==> src/hdl/sqr_pkg.sv <==
// shared types, widths and constants for the sprite quad rotate to ndc block
// no dependencies; imported by every module of the block
`timescale 1ns / 1ps
`default_nettype none

package sqr_pkg;

    localparam int FIELD_W     = 24;
    localparam int TURN_W      = 16;
    localparam int OUT_W       = 16;
    localparam int CFG_W       = 13;
    localparam int CFG_IDX_W   = 1;
    localparam int OFS_W       = 25;
    localparam int CS_W        = 33;
    localparam int Z_W         = 44;
    localparam int PROD_W      = 58;
    localparam int SUM_W       = 60;
    localparam int P_W         = 28;
    localparam int N_W         = 36;
    localparam int REM_W       = 37;
    localparam int QUO_W       = 15;
    localparam int DIV_W       = 14;
    localparam int CORNERS     = 4;
    localparam int LANES       = 8;
    localparam int MAX_STAGES  = 24;
    localparam int TRIG_STAGES_DEF = 16;

    localparam logic [CFG_IDX_W-1:0] REG_WINDOW_WIDTH  = 1'b0;
    localparam logic [CFG_IDX_W-1:0] REG_WINDOW_HEIGHT = 1'b1;

    localparam logic [CFG_W-1:0] WIDTH_RESET  = 13'd800;
    localparam logic [CFG_W-1:0] HEIGHT_RESET = 13'd600;

    localparam logic [63:0] PI_Q61 = 64'h6487ED5110B4611A;
    // pi in q40, truncated
    localparam logic [41:0] PI_Q40 = 42'h3243F6A8885;
    localparam logic signed [CS_W-1:0] CORDIC_K = 33'sd652032874;

    typedef struct packed {
        logic signed [FIELD_W-1:0] pivot_x;
        logic signed [FIELD_W-1:0] pivot_y;
        logic signed [FIELD_W-1:0] place_x;
        logic signed [FIELD_W-1:0] place_y;
        logic signed [FIELD_W-1:0] extent_x;
        logic signed [FIELD_W-1:0] extent_y;
        logic        [TURN_W-1:0]  turn;
    } in_item_t;

    typedef struct packed {
        logic signed [OUT_W-1:0] corner0_x;
        logic signed [OUT_W-1:0] corner0_y;
        logic signed [OUT_W-1:0] corner1_x;
        logic signed [OUT_W-1:0] corner1_y;
        logic signed [OUT_W-1:0] corner2_x;
        logic signed [OUT_W-1:0] corner2_y;
        logic signed [OUT_W-1:0] corner3_x;
        logic signed [OUT_W-1:0] corner3_y;
    } out_item_t;

    // corner offsets from the pivot and the screen position
    typedef struct packed {
        logic signed [OFS_W-1:0]   dxa;
        logic signed [OFS_W-1:0]   dxb;
        logic signed [OFS_W-1:0]   dya;
        logic signed [OFS_W-1:0]   dyb;
        logic signed [FIELD_W-1:0] place_x;
        logic signed [FIELD_W-1:0] place_y;
        logic        [1:0]         quad;
    } geom_t;

    typedef struct packed {
        logic signed [CS_W-1:0] x;
        logic signed [CS_W-1:0] y;
        logic signed [Z_W-1:0]  z;
        geom_t                  geom;
    } cordic_t;

    typedef struct packed {
        logic [REM_W-1:0] rem;
        logic [QUO_W-1:0] quo;
        logic             neg;
        logic             sat;
    } div_lane_t;

    typedef div_lane_t [LANES-1:0] div_bus_t;

    // floor(2^e / d) by shift and subtract, e below 63
    function automatic longint pow2_div(input int e, input int d);
        longint q;
        longint rem;
        q   = 0;
        rem = 0;
        for (int b = 62; b >= 0; b--)
        begin
            rem = (rem << 1) | ((b == e) ? 64'sd1 : 64'sd0);
            q   = q << 1;
            if (rem >= longint'(d))
            begin
                rem = rem - longint'(d);
                q   = q | 64'sd1;
            end
        end
        return q;
    endfunction

    // atan(2^-i) in q40, pi/4 for i of zero, otherwise from the truncated alternating series in q60
    function automatic logic signed [Z_W-1:0] atan_entry(input int i);
        longint sum;
        longint term;
        int     k;
        sum = 0;
        if (i == 0)
        begin
            return Z_W'(((PI_Q61 >> 3) + (64'd1 << 19)) >> 20);
        end
        for (k = 0; k < 31; k++)
        begin
            if (i * (2 * k + 1) <= 60)
            begin
                term = pow2_div(60 - i * (2 * k + 1), 2 * k + 1);
                sum  = (k % 2 == 1) ? sum - term : sum + term;
            end
        end
        return Z_W'((sum + (64'sd1 <<< 19)) >>> 20);
    endfunction

endpackage

`default_nettype wire

==> src/hdl/sqr_cordic_cell.sv <==
// one rotation step of the sine/cosine chain, registered
// depends on sqr_pkg for the cordic_t bundle and the arctangent entries
`timescale 1ns / 1ps
`default_nettype none

module sqr_cordic_cell
    import sqr_pkg::*;
#(
    parameter int STAGE = 0
)
(
    input  wire logic    clk,
    input  wire logic    rst_n,
    input  wire logic    en,
    input  wire logic    valid_in,
    input  wire cordic_t data_in,
    output logic         valid_out,
    output cordic_t      data_out
);

    localparam logic signed [Z_W-1:0] ANGLE = atan_entry(STAGE);

    logic    valid_reg;
    cordic_t data_reg;
    cordic_t data_next;
    logic signed [CS_W-1:0] xs;
    logic signed [CS_W-1:0] ys;

    always_comb
    begin
        xs = data_in.x >>> STAGE;
        ys = data_in.y >>> STAGE;
        data_next = data_in;
        if (!data_in.z[Z_W-1])
        begin
            data_next.x = data_in.x - ys;
            data_next.y = data_in.y + xs;
            data_next.z = data_in.z - ANGLE;
        end
        else
        begin
            data_next.x = data_in.x + ys;
            data_next.y = data_in.y - xs;
            data_next.z = data_in.z + ANGLE;
        end
    end

    always_ff @(posedge clk or negedge rst_n)
    begin
        if (!rst_n)
        begin
            valid_reg <= 1'b0;
        end
        else if (en)
        begin
            valid_reg <= valid_in;
        end
    end

    always_ff @(posedge clk)
    begin
        if (en)
        begin
            data_reg <= data_next;
        end
    end

    assign valid_out = valid_reg;
    assign data_out  = data_reg;

endmodule

`default_nettype wire

==> config.mk <==
export PLATFORM = sky130hd
export DESIGN_NAME = sqr_cordic_cell
export DESIGN_NICKNAME = d
export VERILOG_FILES = /design/src/hdl/sqr_pkg.sv /design/src/hdl/sqr_cordic_cell.sv
export SDC_FILE = /design/constraint.sdc
export NUM_CORES = 1
export LEC_CHECK = 0
export BUFFER_PORTS_ARGS = -buffer_cell sky130_fd_sc_hd__buf_4
export CORE_AREA = 2 2 204 206
export CTS_BUF_LIST = sky130_fd_sc_hd__clkbuf_16
export DETAILED_ROUTE_END_ITERATION = 16
export DIE_AREA = 0 0 206 208
export SYNTH_ARGS = -nofsm -noshare
export SYNTH_HDL_FRONTEND = slang
export SYNTH_SLANG_ARGS = --single-unit
==> constraint.sdc <==
create_clock -name clk -period 2.5 [get_ports clk]
set_clock_uncertainty 0.2 [all_clocks]
set_input_delay 0.5 -clock clk [delete_from_list [all_inputs] [get_ports clk]]
set_output_delay 0.5 -clock clk [all_outputs]
set_load 0.02 [all_outputs]
==> metrics.txt <==
syn_nets=1856; Crit. Startpoint=data_in[194]; Vias=16500; Syn Inst Count=1450; critical path type=primary input to register; Placer Congestion=0.977; Avg Cell Area, Syn=10.9 sq um; drc violations=0; Tightest Pin Transition=about 0.78 ns; dominant register cell in the synthesized netlist=edfxtp_1; Clock Latency Late Sink=0.58 ns; core area=40600 sq um; post-synthesis instance area=15800 sq um; post-synth top area share=between 40% and 50%; total negative slack=-5.23 ns; FF-to-FF path depth=1; Row Count=74; status=finished with violations; Worst setup EP type=register; #FFs+latches synth=260; MaxCap Viol Count=0; CTS Sinks=260; starting density of the core=between 30% and 40%; Synth cell types=between 80 and 90; CP required=2.64 ns; Die W=between 200 and 250 microns; Fin. Hold Viols=0; RSZ-0062 raised after global routing=true; Buffers on Ports=about 520; Antenna Nets Post-Route=0; Pwr Density=567 nW/um^2; Final Max Slew Viols=0; Seq/Total Area, Yosys=49.5%; r2r setup slk=1.55 ns; Adder-Cell Fraction of Synth Area=11.5%; Placed Area=24300 sq um; top cells by count, synth=edfxtp_1 (259), a21oi_1 (147), ha_1 (138), inv_1 (106), nor2_1 (89); CP endpoint=data_out[224]; Max VDD drop=0.518 mV; Worst Setup Start Kind=primary input; gr usage total=32.0%; CTS tree=done; Rel. slew slack=48.3%; fin crit period=~2.8 ns; fillers=3004; Synth area leader=edfxtp_1; Root Driver=clkbuf_16; Final Cycle Share=114%; Synth Warn #=0; first-pass GRT wire length=just over 100000 microns; post-place setup slack=-1.12 ns; Worst R2R Start=valid_out; DR iter-0 viols=1140; area grow syn2layout=81.6%; Critical Path AT=approximately 3.0 ns; WL per Instance=around 23 microns; final wirelength=roughly 72000 microns; ys async rst share=0.385%; Final Worst Setup Slack=-0.344 ns; most common cell in the synthesized netlist=edfxtp_1; failing checks=negative setup slack; H-Tree Depth=1; HP Class=primary input to async pin; Die H=208 microns; Post-Synth XOR/XNOR Area=5.61%; buffer depth of the longest clock path=3; final setup violation count=31; EDFF count, synth=about 260; Synth Area in Simple Gates=under 10%; Via density=5.19; CTS buffer count=29; multiplexer area fraction after synthesis=0.905%; Overflow after GRT=0; layout cells sized above 1=52.1%; Finished Cell Area=28600 sq um; Reg clk slew, reported paths=around 0.07 ns; Max Freq=roughly 350 MHz; number of global-route vias before repair=16800; Detailed Routing Iterations Pass 1=5; Area contributors post-synth=edfxtp_1 (49%), ha_1 (11%), a21oi_1 (4.7%); final net count=3022; Pleak=12.7 nW; I/O Pins=525; largest family of logic cells by synthesized area=compound AO/OA/AOI/OAI gates; area fraction in compound gates after synthesis=18.3%; pin count of the biggest net entering global routing=55; worst r2r dst=valid_out; crit path max fanout=3; initial antenna violation count=5; DP Wirelength=55700 microns; DIE AREA=42800 sq um
per-layer routing:
layer  GRT usage [%]  share of wire, %
met4            10.5               3.6
met3            4.67               6.1
met1            40.8                41
met2            55.4                49
met5               0                 0
cell families after synthesis:
kind of cell	Yosys count
fa+ha+maj	142
buf+inv	170
simple gates	318
flops	260
xor+xnor	101
mux	14
compound gates	445
how the worst min path moves through the flow:
stage,from,to,slack [ns],cells after the start
6_report,rst_n,valid_out,0.06,2
3_5_place_dp,rst_n,valid_out,0.08,1
5_1_grt,rst_n,valid_out,0.05,2
4_1_cts,rst_n,valid_out,0.03,2
3_3_place_gp,rst_n,valid_out,0.08,1
2_1_floorplan,rst_n,valid_out,0.004,0
stage by stage:
step                instances  hold WS (ns)  total power [mW]  util [%]
global route             3172        0.0479              16.8      70.6
global placement         2924        0.0766              11.0      60.0
floorplan                1450       0.00441              8.15         -
detailed placement       2924        0.0800              11.0      60.0
CTS                      3155        0.0294              16.0      68.8
finish                   3173        0.0621              16.2      70.6
state kept, by name, summed over array words and instances, names as in the netlist:
name	count
data_out	259
valid_out	1
layout by cell type (no fill, tap or decap), types with 18 or more instances in the layout:
master,count
buf_4,993
nand2_1,59
xnor2_1,78
buf_6,29
o21ai_0,50
a21o_1,47
ha_1,86
a21oi_2,33
nand3_1,25
dlygate4sd3_1,152
edfxtp_1,259
o211ai_1,18
o21ai_2,28
ha_4,42
clkbuf_16,29
inv_1,94
a21oi_1,104
nor2_1,79
report_power, final:
| group | internal (mW) | switching [mW] | total (mW) |
|---|---|---|---|
| Combinational | 2.95 | 3.15 | 6.10 |
| Sequential | 5.45 | 0.224 | 5.67 |
| Clock | 2.55 | 1.91 | 4.46 |
worst max-delay path: stages:
cell and delay (ns):
buf_8 0.10, ha_4 0.16, fa_2 0.34, nor2b_4 0.14, o211ai_1 0.19, buf_4 0.16, a2111oi_4 0.07, nor4_2 0.14
buf_4 0.17, a211oi_4 0.07, o41ai_4 0.41, o31a_1 0.27, o22ai_2 0.10, xnor2_1 0.16
repair_timing:
item / in CTS / in global routing
endpoints found under the hold margin: 152 / 0
resized for setup: 173 / 129
pin swaps: 105 / 103
cloned: 1 / 0
endpoints found under the setup margin: 54 / 57
setup buffers: 31 / 21
hold buffers: 152 / 0
final cells by class:
type | instances | area, sq um | area share (%)
Timing Repair Buffer | 1194 | 9640 | 33.7
Multi-Input combinational cell | 1020 | 9070 | 31.7
Sequential cell | 260 | 7800 | 27.3
Clock buffer | 29 | 726 | 2.54
Tap cell | 532 | 666 | 2.33
Inverter | 110 | 452 | 1.58
Clock inverter | 23 | 246 | 0.861
Antenna cell | 4 | 10.0 | 0.0350
Timing Repair inverter | 1 | 8.76 | 0.0306
Note: power is estimated with default switching activity, not from simulation.
