===== src/hdl/sqr_pkg.sv =====
// shared types, widths and constants for the sprite quad rotate to ndc block
// no dependencies; imported by every module of the block
`timescale 1ns / 1ps
`default_nettype none

package sqr_pkg;

    localparam int FIELD_W     = 24;
    localparam int TURN_W      = 16;
    localparam int OUT_W       = 16;
    localparam int CFG_W       = 13;
    localparam int CFG_IDX_W   = 1;
    localparam int OFS_W       = 25;
    localparam int CS_W        = 33;
    localparam int Z_W         = 44;
    localparam int PROD_W      = 58;
    localparam int SUM_W       = 60;
    localparam int P_W         = 28;
    localparam int N_W         = 36;
    localparam int REM_W       = 37;
    localparam int QUO_W       = 15;
    localparam int DIV_W       = 14;
    localparam int CORNERS     = 4;
    localparam int LANES       = 8;
    localparam int MAX_STAGES  = 24;
    localparam int TRIG_STAGES_DEF = 16;

    localparam logic [CFG_IDX_W-1:0] REG_WINDOW_WIDTH  = 1'b0;
    localparam logic [CFG_IDX_W-1:0] REG_WINDOW_HEIGHT = 1'b1;

    localparam logic [CFG_W-1:0] WIDTH_RESET  = 13'd800;
    localparam logic [CFG_W-1:0] HEIGHT_RESET = 13'd600;

    localparam logic [63:0] PI_Q61 = 64'h6487ED5110B4611A;
    // pi in q40, truncated
    localparam logic [41:0] PI_Q40 = 42'h3243F6A8885;
    localparam logic signed [CS_W-1:0] CORDIC_K = 33'sd652032874;

    typedef struct packed {
        logic signed [FIELD_W-1:0] pivot_x;
        logic signed [FIELD_W-1:0] pivot_y;
        logic signed [FIELD_W-1:0] place_x;
        logic signed [FIELD_W-1:0] place_y;
        logic signed [FIELD_W-1:0] extent_x;
        logic signed [FIELD_W-1:0] extent_y;
        logic        [TURN_W-1:0]  turn;
    } in_item_t;

    typedef struct packed {
        logic signed [OUT_W-1:0] corner0_x;
        logic signed [OUT_W-1:0] corner0_y;
        logic signed [OUT_W-1:0] corner1_x;
        logic signed [OUT_W-1:0] corner1_y;
        logic signed [OUT_W-1:0] corner2_x;
        logic signed [OUT_W-1:0] corner2_y;
        logic signed [OUT_W-1:0] corner3_x;
        logic signed [OUT_W-1:0] corner3_y;
    } out_item_t;

    // corner offsets from the pivot and the screen position
    typedef struct packed {
        logic signed [OFS_W-1:0]   dxa;
        logic signed [OFS_W-1:0]   dxb;
        logic signed [OFS_W-1:0]   dya;
        logic signed [OFS_W-1:0]   dyb;
        logic signed [FIELD_W-1:0] place_x;
        logic signed [FIELD_W-1:0] place_y;
        logic        [1:0]         quad;
    } geom_t;

    typedef struct packed {
        logic signed [CS_W-1:0] x;
        logic signed [CS_W-1:0] y;
        logic signed [Z_W-1:0]  z;
        geom_t                  geom;
    } cordic_t;

    typedef struct packed {
        logic [REM_W-1:0] rem;
        logic [QUO_W-1:0] quo;
        logic             neg;
        logic             sat;
    } div_lane_t;

    typedef div_lane_t [LANES-1:0] div_bus_t;

    // floor(2^e / d) by shift and subtract, e below 63
    function automatic longint pow2_div(input int e, input int d);
        longint q;
        longint rem;
        q   = 0;
        rem = 0;
        for (int b = 62; b >= 0; b--)
        begin
            rem = (rem << 1) | ((b == e) ? 64'sd1 : 64'sd0);
            q   = q << 1;
            if (rem >= longint'(d))
            begin
                rem = rem - longint'(d);
                q   = q | 64'sd1;
            end
        end
        return q;
    endfunction

    // atan(2^-i) in q40, pi/4 for i of zero, otherwise from the truncated alternating series in q60
    function automatic logic signed [Z_W-1:0] atan_entry(input int i);
        longint sum;
        longint term;
        int     k;
        sum = 0;
        if (i == 0)
        begin
            return Z_W'(((PI_Q61 >> 3) + (64'd1 << 19)) >> 20);
        end
        for (k = 0; k < 31; k++)
        begin
            if (i * (2 * k + 1) <= 60)
            begin
                term = pow2_div(60 - i * (2 * k + 1), 2 * k + 1);
                sum  = (k % 2 == 1) ? sum - term : sum + term;
            end
        end
        return Z_W'((sum + (64'sd1 <<< 19)) >>> 20);
    endfunction

endpackage

`default_nettype wire


===== src/hdl/sqr_div_cell.sv =====
// one quotient bit of the eight normalizing divisions, registered
// depends on sqr_pkg for the div_bus_t lanes
`timescale 1ns / 1ps
`default_nettype none

module sqr_div_cell
    import sqr_pkg::*;
#(
    parameter int BIT = 0
)
(
    input  wire logic             clk,
    input  wire logic             rst_n,
    input  wire logic             en,
    input  wire logic [DIV_W-1:0] div_w,
    input  wire logic [DIV_W-1:0] div_h,
    input  wire logic             valid_in,
    input  wire div_bus_t         data_in,
    output logic                  valid_out,
    output div_bus_t              data_out
);

    logic     valid_reg;
    div_bus_t data_reg;
    div_bus_t data_next;
    logic [REM_W-1:0] trial;

    always_comb
    begin
        data_next = data_in;
        trial     = '0;
        for (int k = 0; k < LANES; k++)
        begin
            // even lanes are x (width), odd lanes are y (height)
            trial = REM_W'((k % 2 == 0) ? div_w : div_h) << BIT;
            if (data_in[k].rem >= trial)
            begin
                data_next[k].rem      = data_in[k].rem - trial;
                data_next[k].quo[BIT] = 1'b1;
            end
        end
    end

    always_ff @(posedge clk or negedge rst_n)
    begin
        if (!rst_n)
        begin
            valid_reg <= 1'b0;
        end
        else if (en)
        begin
            valid_reg <= valid_in;
        end
    end

    always_ff @(posedge clk)
    begin
        if (en)
        begin
            data_reg <= data_next;
        end
    end

    assign valid_out = valid_reg;
    assign data_out  = data_reg;

endmodule

`default_nettype wire


===== config.mk =====
export PLATFORM = sky130hd
export DESIGN_NAME = sqr_div_cell
export DESIGN_NICKNAME = d
export VERILOG_FILES = /design/src/hdl/sqr_pkg.sv /design/src/hdl/sqr_div_cell.sv
export SDC_FILE = /design/constraint.sdc
export NUM_CORES = 1
export LEC_CHECK = 0
export BUFFER_PORTS_ARGS = -buffer_cell sky130_fd_sc_hd__buf_2
export CORE_AREA = 2 2 352 354
export CTS_CLUSTER_DIAMETER = 40
export CTS_CLUSTER_SIZE = 12
export DETAILED_ROUTE_END_ITERATION = 6
export DIE_AREA = 0 0 354 356
export MAX_ROUTING_LAYER = met4
export PLACE_DENSITY = 0.49
export SLEW_MARGIN = 20
export SYNTH_ARGS = -nofsm -noshare
export SYNTH_HDL_FRONTEND = slang
export SYNTH_SLANG_ARGS = --single-unit

===== constraint.sdc =====
create_clock -name clk -period 0.95 [get_ports clk]
set_input_delay 0.0475 -clock clk [delete_from_list [all_inputs] [get_ports clk]]
set_output_delay 0.0475 -clock clk [all_outputs]
set_load 0.01 [all_outputs]

==> impl_metrics.csv <==
group,metric,value,unit
place,place_congestion,0.919,
pwr,power_frac_comb,0.252,
logic_synthesis,ys_seq_elements,433,
logic_synthesis,avgSynthCellArea,11.6,um^2
worst_setup_path,cp_top_family,"simple AND/OR/NAND/NOR gates",
timing,max_freq,0.424,GHz
clock_network,tritoncts,"yes",
global_routing,antenna_found_initial,37,
logic_synthesis,syn_area,0.0236,mm^2
pwr,power.density,1490,mW/mm^2
min_path,hp-class,"input pin to flop",
timing,post-route-min-period,2.36,ns
floorplan,dieArea,0.126,mm^2
global_routing,grt_usage,0.192,
clock_network,htreeDepth,3,
detailed_routing,viasPerCell,4.31,
timing,hold_violations,15,
worst_setup_path,reg2reg_depth,1,
global_routing,grt_pass1_vias,26900,
clock_network,clk_pin_slew,0.05,ns
timing,finClkSkew,0,ns
pwr,clkPwrFrac,0.424,
min_path,holdPathStages,3,
floorplan,die-height,356,um
detailed_routing,wl_per_cell,20.6,um
timing,worst_pin_slew,0.512,ns
worst_setup_path,slowest_delay,0.53,ns
timing,setup_slack,-1.41,ns
detailed_routing,ant_nets,0,
worst_setup_path,end_kind,"flop",
clock_network,ctsRootBufferMaster,"clkbuf_16",
worst_setup_path,critPathLaunchType,"input pin",
worst_setup_path,reg2reg_slack,0.21,ns
finish,layout-drive-gt1-share,0.573,
place,dp.final_hpwl,95.6,mm
detailed_routing,drc,0,
finish,final-instance-count-excl-fill,6076,
logic_synthesis,synthCells,2039,
worst_setup_path,crit_buf_inv,3,
worst_setup_path,path_depth,11,
finish,utilization,0.408,
worst_setup_path,crit_path_max_fanout,6,
logic_synthesis,synth_edf_count,432,
logic_synthesis,ys.flop_type,"edfxtp_1",
worst_setup_path,path_common_cell,"or4_4",
timing,rsz0062_at_grt,"true",
finish,multi_input_area,0.0144,mm^2
outcome,violations,"negative hold slack, negative setup slack",
floorplan,core_area,0.123,mm^2
timing,relSlewSlack,0.655,
place,numPortBuffers,896,
floorplan,initial_core_util,0.192,
pwr,p_sw_frac,0.287,
detailed_routing,dr.pass1.iters,5,
floorplan,io_pins,897,
finish,seq_area,0.0130,mm^2
logic_synthesis,yosysSeqAreaShare,0.551,
timing,setup_viol,737,
timing,whs,-0.244,ns
clock_network,cts_sinks,433,
timing,tns,-469.62,ns
worst_setup_path,crit_arrival,2.78,ns
logic_synthesis,synth_nets,2623,
logic_synthesis,ys_types,72,
place,dp_cells,5269,
detailed_routing,drt_iter0_markers,1462,
clock_network,clk_path_buf_depth,3,
floorplan,die_width,354,um
global_routing,grt_max_degree,33,
global_routing,overflow,0,
timing,slew_violations,0,
finish,fillers,11700,
floorplan,rows,129,
detailed_routing,vias,26200,
global_routing,grt_pass1_wl,174,mm
logic_synthesis,synthArstFlopShare,0.00231,
pwr,ir_drop,1.32,mV
outcome,status,"complete, but fails checks",
detailed_routing,wirelength,125,mm
clock_network,numCtsBuffers,87,
pwr,power.total,74600,uW
run,cap_viol_max_count,0,
pwr,p_int,53300,uW
pwr,power.leakage,0.0214,uW
timing,post-route-period-util,2.49,
clock_network,clock_latency,0.67,ns
finish,final_nets,4923,
pwr,switchingPower,21400,uW
pwr,seqPwrFrac,0.324,
worst_setup_path,crit_required,1.36,ns
logic_synthesis,synth_warnings,0,
worst_setup_path,slowest_stage,"or4_4",
finish,area_growth_syn_to_layout,113,%
worst_setup_path,worstPathCellList,"buf_6 > or4_4 > or4_4 > or4_4 > a2111oi_4 > and2_4 > buf_12 > buf_12 > a211o_4 > nor4_4 > xor2_1",
worst_setup_path,critical_path_class,"input pin to flop",
## kinds of logic (layout without fill, tap and decap cells)
family,Yosys count,after routing,synth area share
XOR/XNOR,257,257,0.0955
AND/OR/NAND/NOR,703,704,0.153
buffers and inverters,108,2479,0.0181
multiplexers,22,22,0.0102
adder cells (fa/ha/maj),120,120,0.0662
flip-flops,433,433,0.551
AO/OA/AOI/OAI,396,396,0.106
other,0,28,0
## final cells by class
| class | count | share of cell area |
|---|---|---|
| tap | 1637 | 0.0409 |
| multi-input combinational | 1499 | 0.287 |
| sequential | 433 | 0.259 |
| timing repair buffer | 2256 | 0.345 |
| antenna | 28 | 0.00140 |
| clock buffer | 92 | 0.0451 |
| inverter | 62 | 0.00627 |
| clock inverter | 69 | 0.0150 |
## timing repair
action | in CTS | in global routing
setup buffers | 75 | 93
gates resized for setup | 393 | 342
endpoints found under the hold margin | 640 | 62
pin swaps | 167 | 191
hold buffers | 443 | 41
setup endpoints to repair | 737 | 737
gates cloned | 13 | 4
## layout by cell type, fill, tap and decap left out, types with 28 or more instances in the layout
| cell | Yosys | routed |
|---|---|---|
| buf_4 | 0 | 736 |
| o21ai_0 | 123 | 38 |
| diode_2 | 0 | 28 |
| nor3_4 | 0 | 38 |
| edfxtp_1 | 432 | 432 |
| o21ai_1 | 2 | 32 |
| a21oi_1 | 97 | 61 |
| buf_6 | 2 | 117 |
| clkbuf_16 | 0 | 93 |
| a21oi_2 | 0 | 29 |
| xnor2_1 | 110 | 96 |
| a21o_1 | 41 | 41 |
| nor2_4 | 0 | 35 |
| nand2b_1 | 42 | 33 |
| ha_4 | 0 | 66 |
| or3_1 | 40 | 28 |
| buf_2 | 5 | 872 |
| xor2_1 | 147 | 142 |
| dlygate4sd3_1 | 0 | 448 |
| nor4_4 | 1 | 41 |
| ha_1 | 112 | 41 |
| inv_1 | 62 | 39 |
| nor2_1 | 146 | 97 |
| nor3_1 | 88 | 37 |
| o21ai_2 | 0 | 44 |
| buf_12 | 0 | 47 |
| nand2_1 | 155 | 104 |
## path summary, 6_finish.rpt
kind | from | end
worst max register to register | valid_out | valid_out
worst max-delay path | data_in[260] | data_out[265]
min in group asynchronous | rst_n | valid_out
worst min register to register | valid_out | valid_out
max in group asynchronous | rst_n | valid_out
worst min-delay path | data_in[126] | data_out[126]
## power by group through the flow
stage	Clock (uW)	Sequential (uW)	Combinational, uW
6_report	31600	24200	18800
3_3_place_gp	0	24600	14800
3_5_place_dp	0	24500	14800
4_1_cts	32300	24200	17700
5_1_grt	33100	24400	20000
2_1_floorplan	0	25400	4990
## routing by layer
metal / routed length, um / GRT usage / up-vias
met5: 0 / - / -
met1: 44700 / 0.193 / 12600
met3: 9010 / 0.0550 / 227
li1: - / - / 12400
met4: 6170 / 0.0902 / 0
met2: 65000 / 0.345 / 951
## per-stage QoR
| step | instance area [um^2] | setup WS (ns) |
|---|---|---|
| floorplan | 25400 | -1.87 |
| global placement | 37400 | -2.27 |
| detailed placement | 37400 | -2.31 |
| CTS | 47700 | -1.32 |
| global route | 50100 | -1.41 |
| finish | 50100 | -1.41 |
## registers in the layout, indices dropped and copies added, names as in the netlist
register and cells:
valid_out 1, data_out 432
## cells in the mapped netlist, types with 16 or more instances
cell type	count	area, um^2
a211oi_1	18	135
a21o_1	41	308
a21oi_1	97	485
clkbuf_1	37	139
edfxtp_1	432	13000
ha_1	112	1400
inv_1	62	233
mux2_2	16	180
nand2_1	155	582
nand2b_1	42	263
nand3_1	40	200
nand4_1	20	125
nor2_1	146	548
nor2b_1	22	138
nor3_1	88	440
nor4_1	62	388
o21ai_0	123	616
or3_1	40	250
or4_1	22	165
xnor2_1	110	963
xor2_1	147	1290
Note: power is estimated with default switching activity, not from simulation.
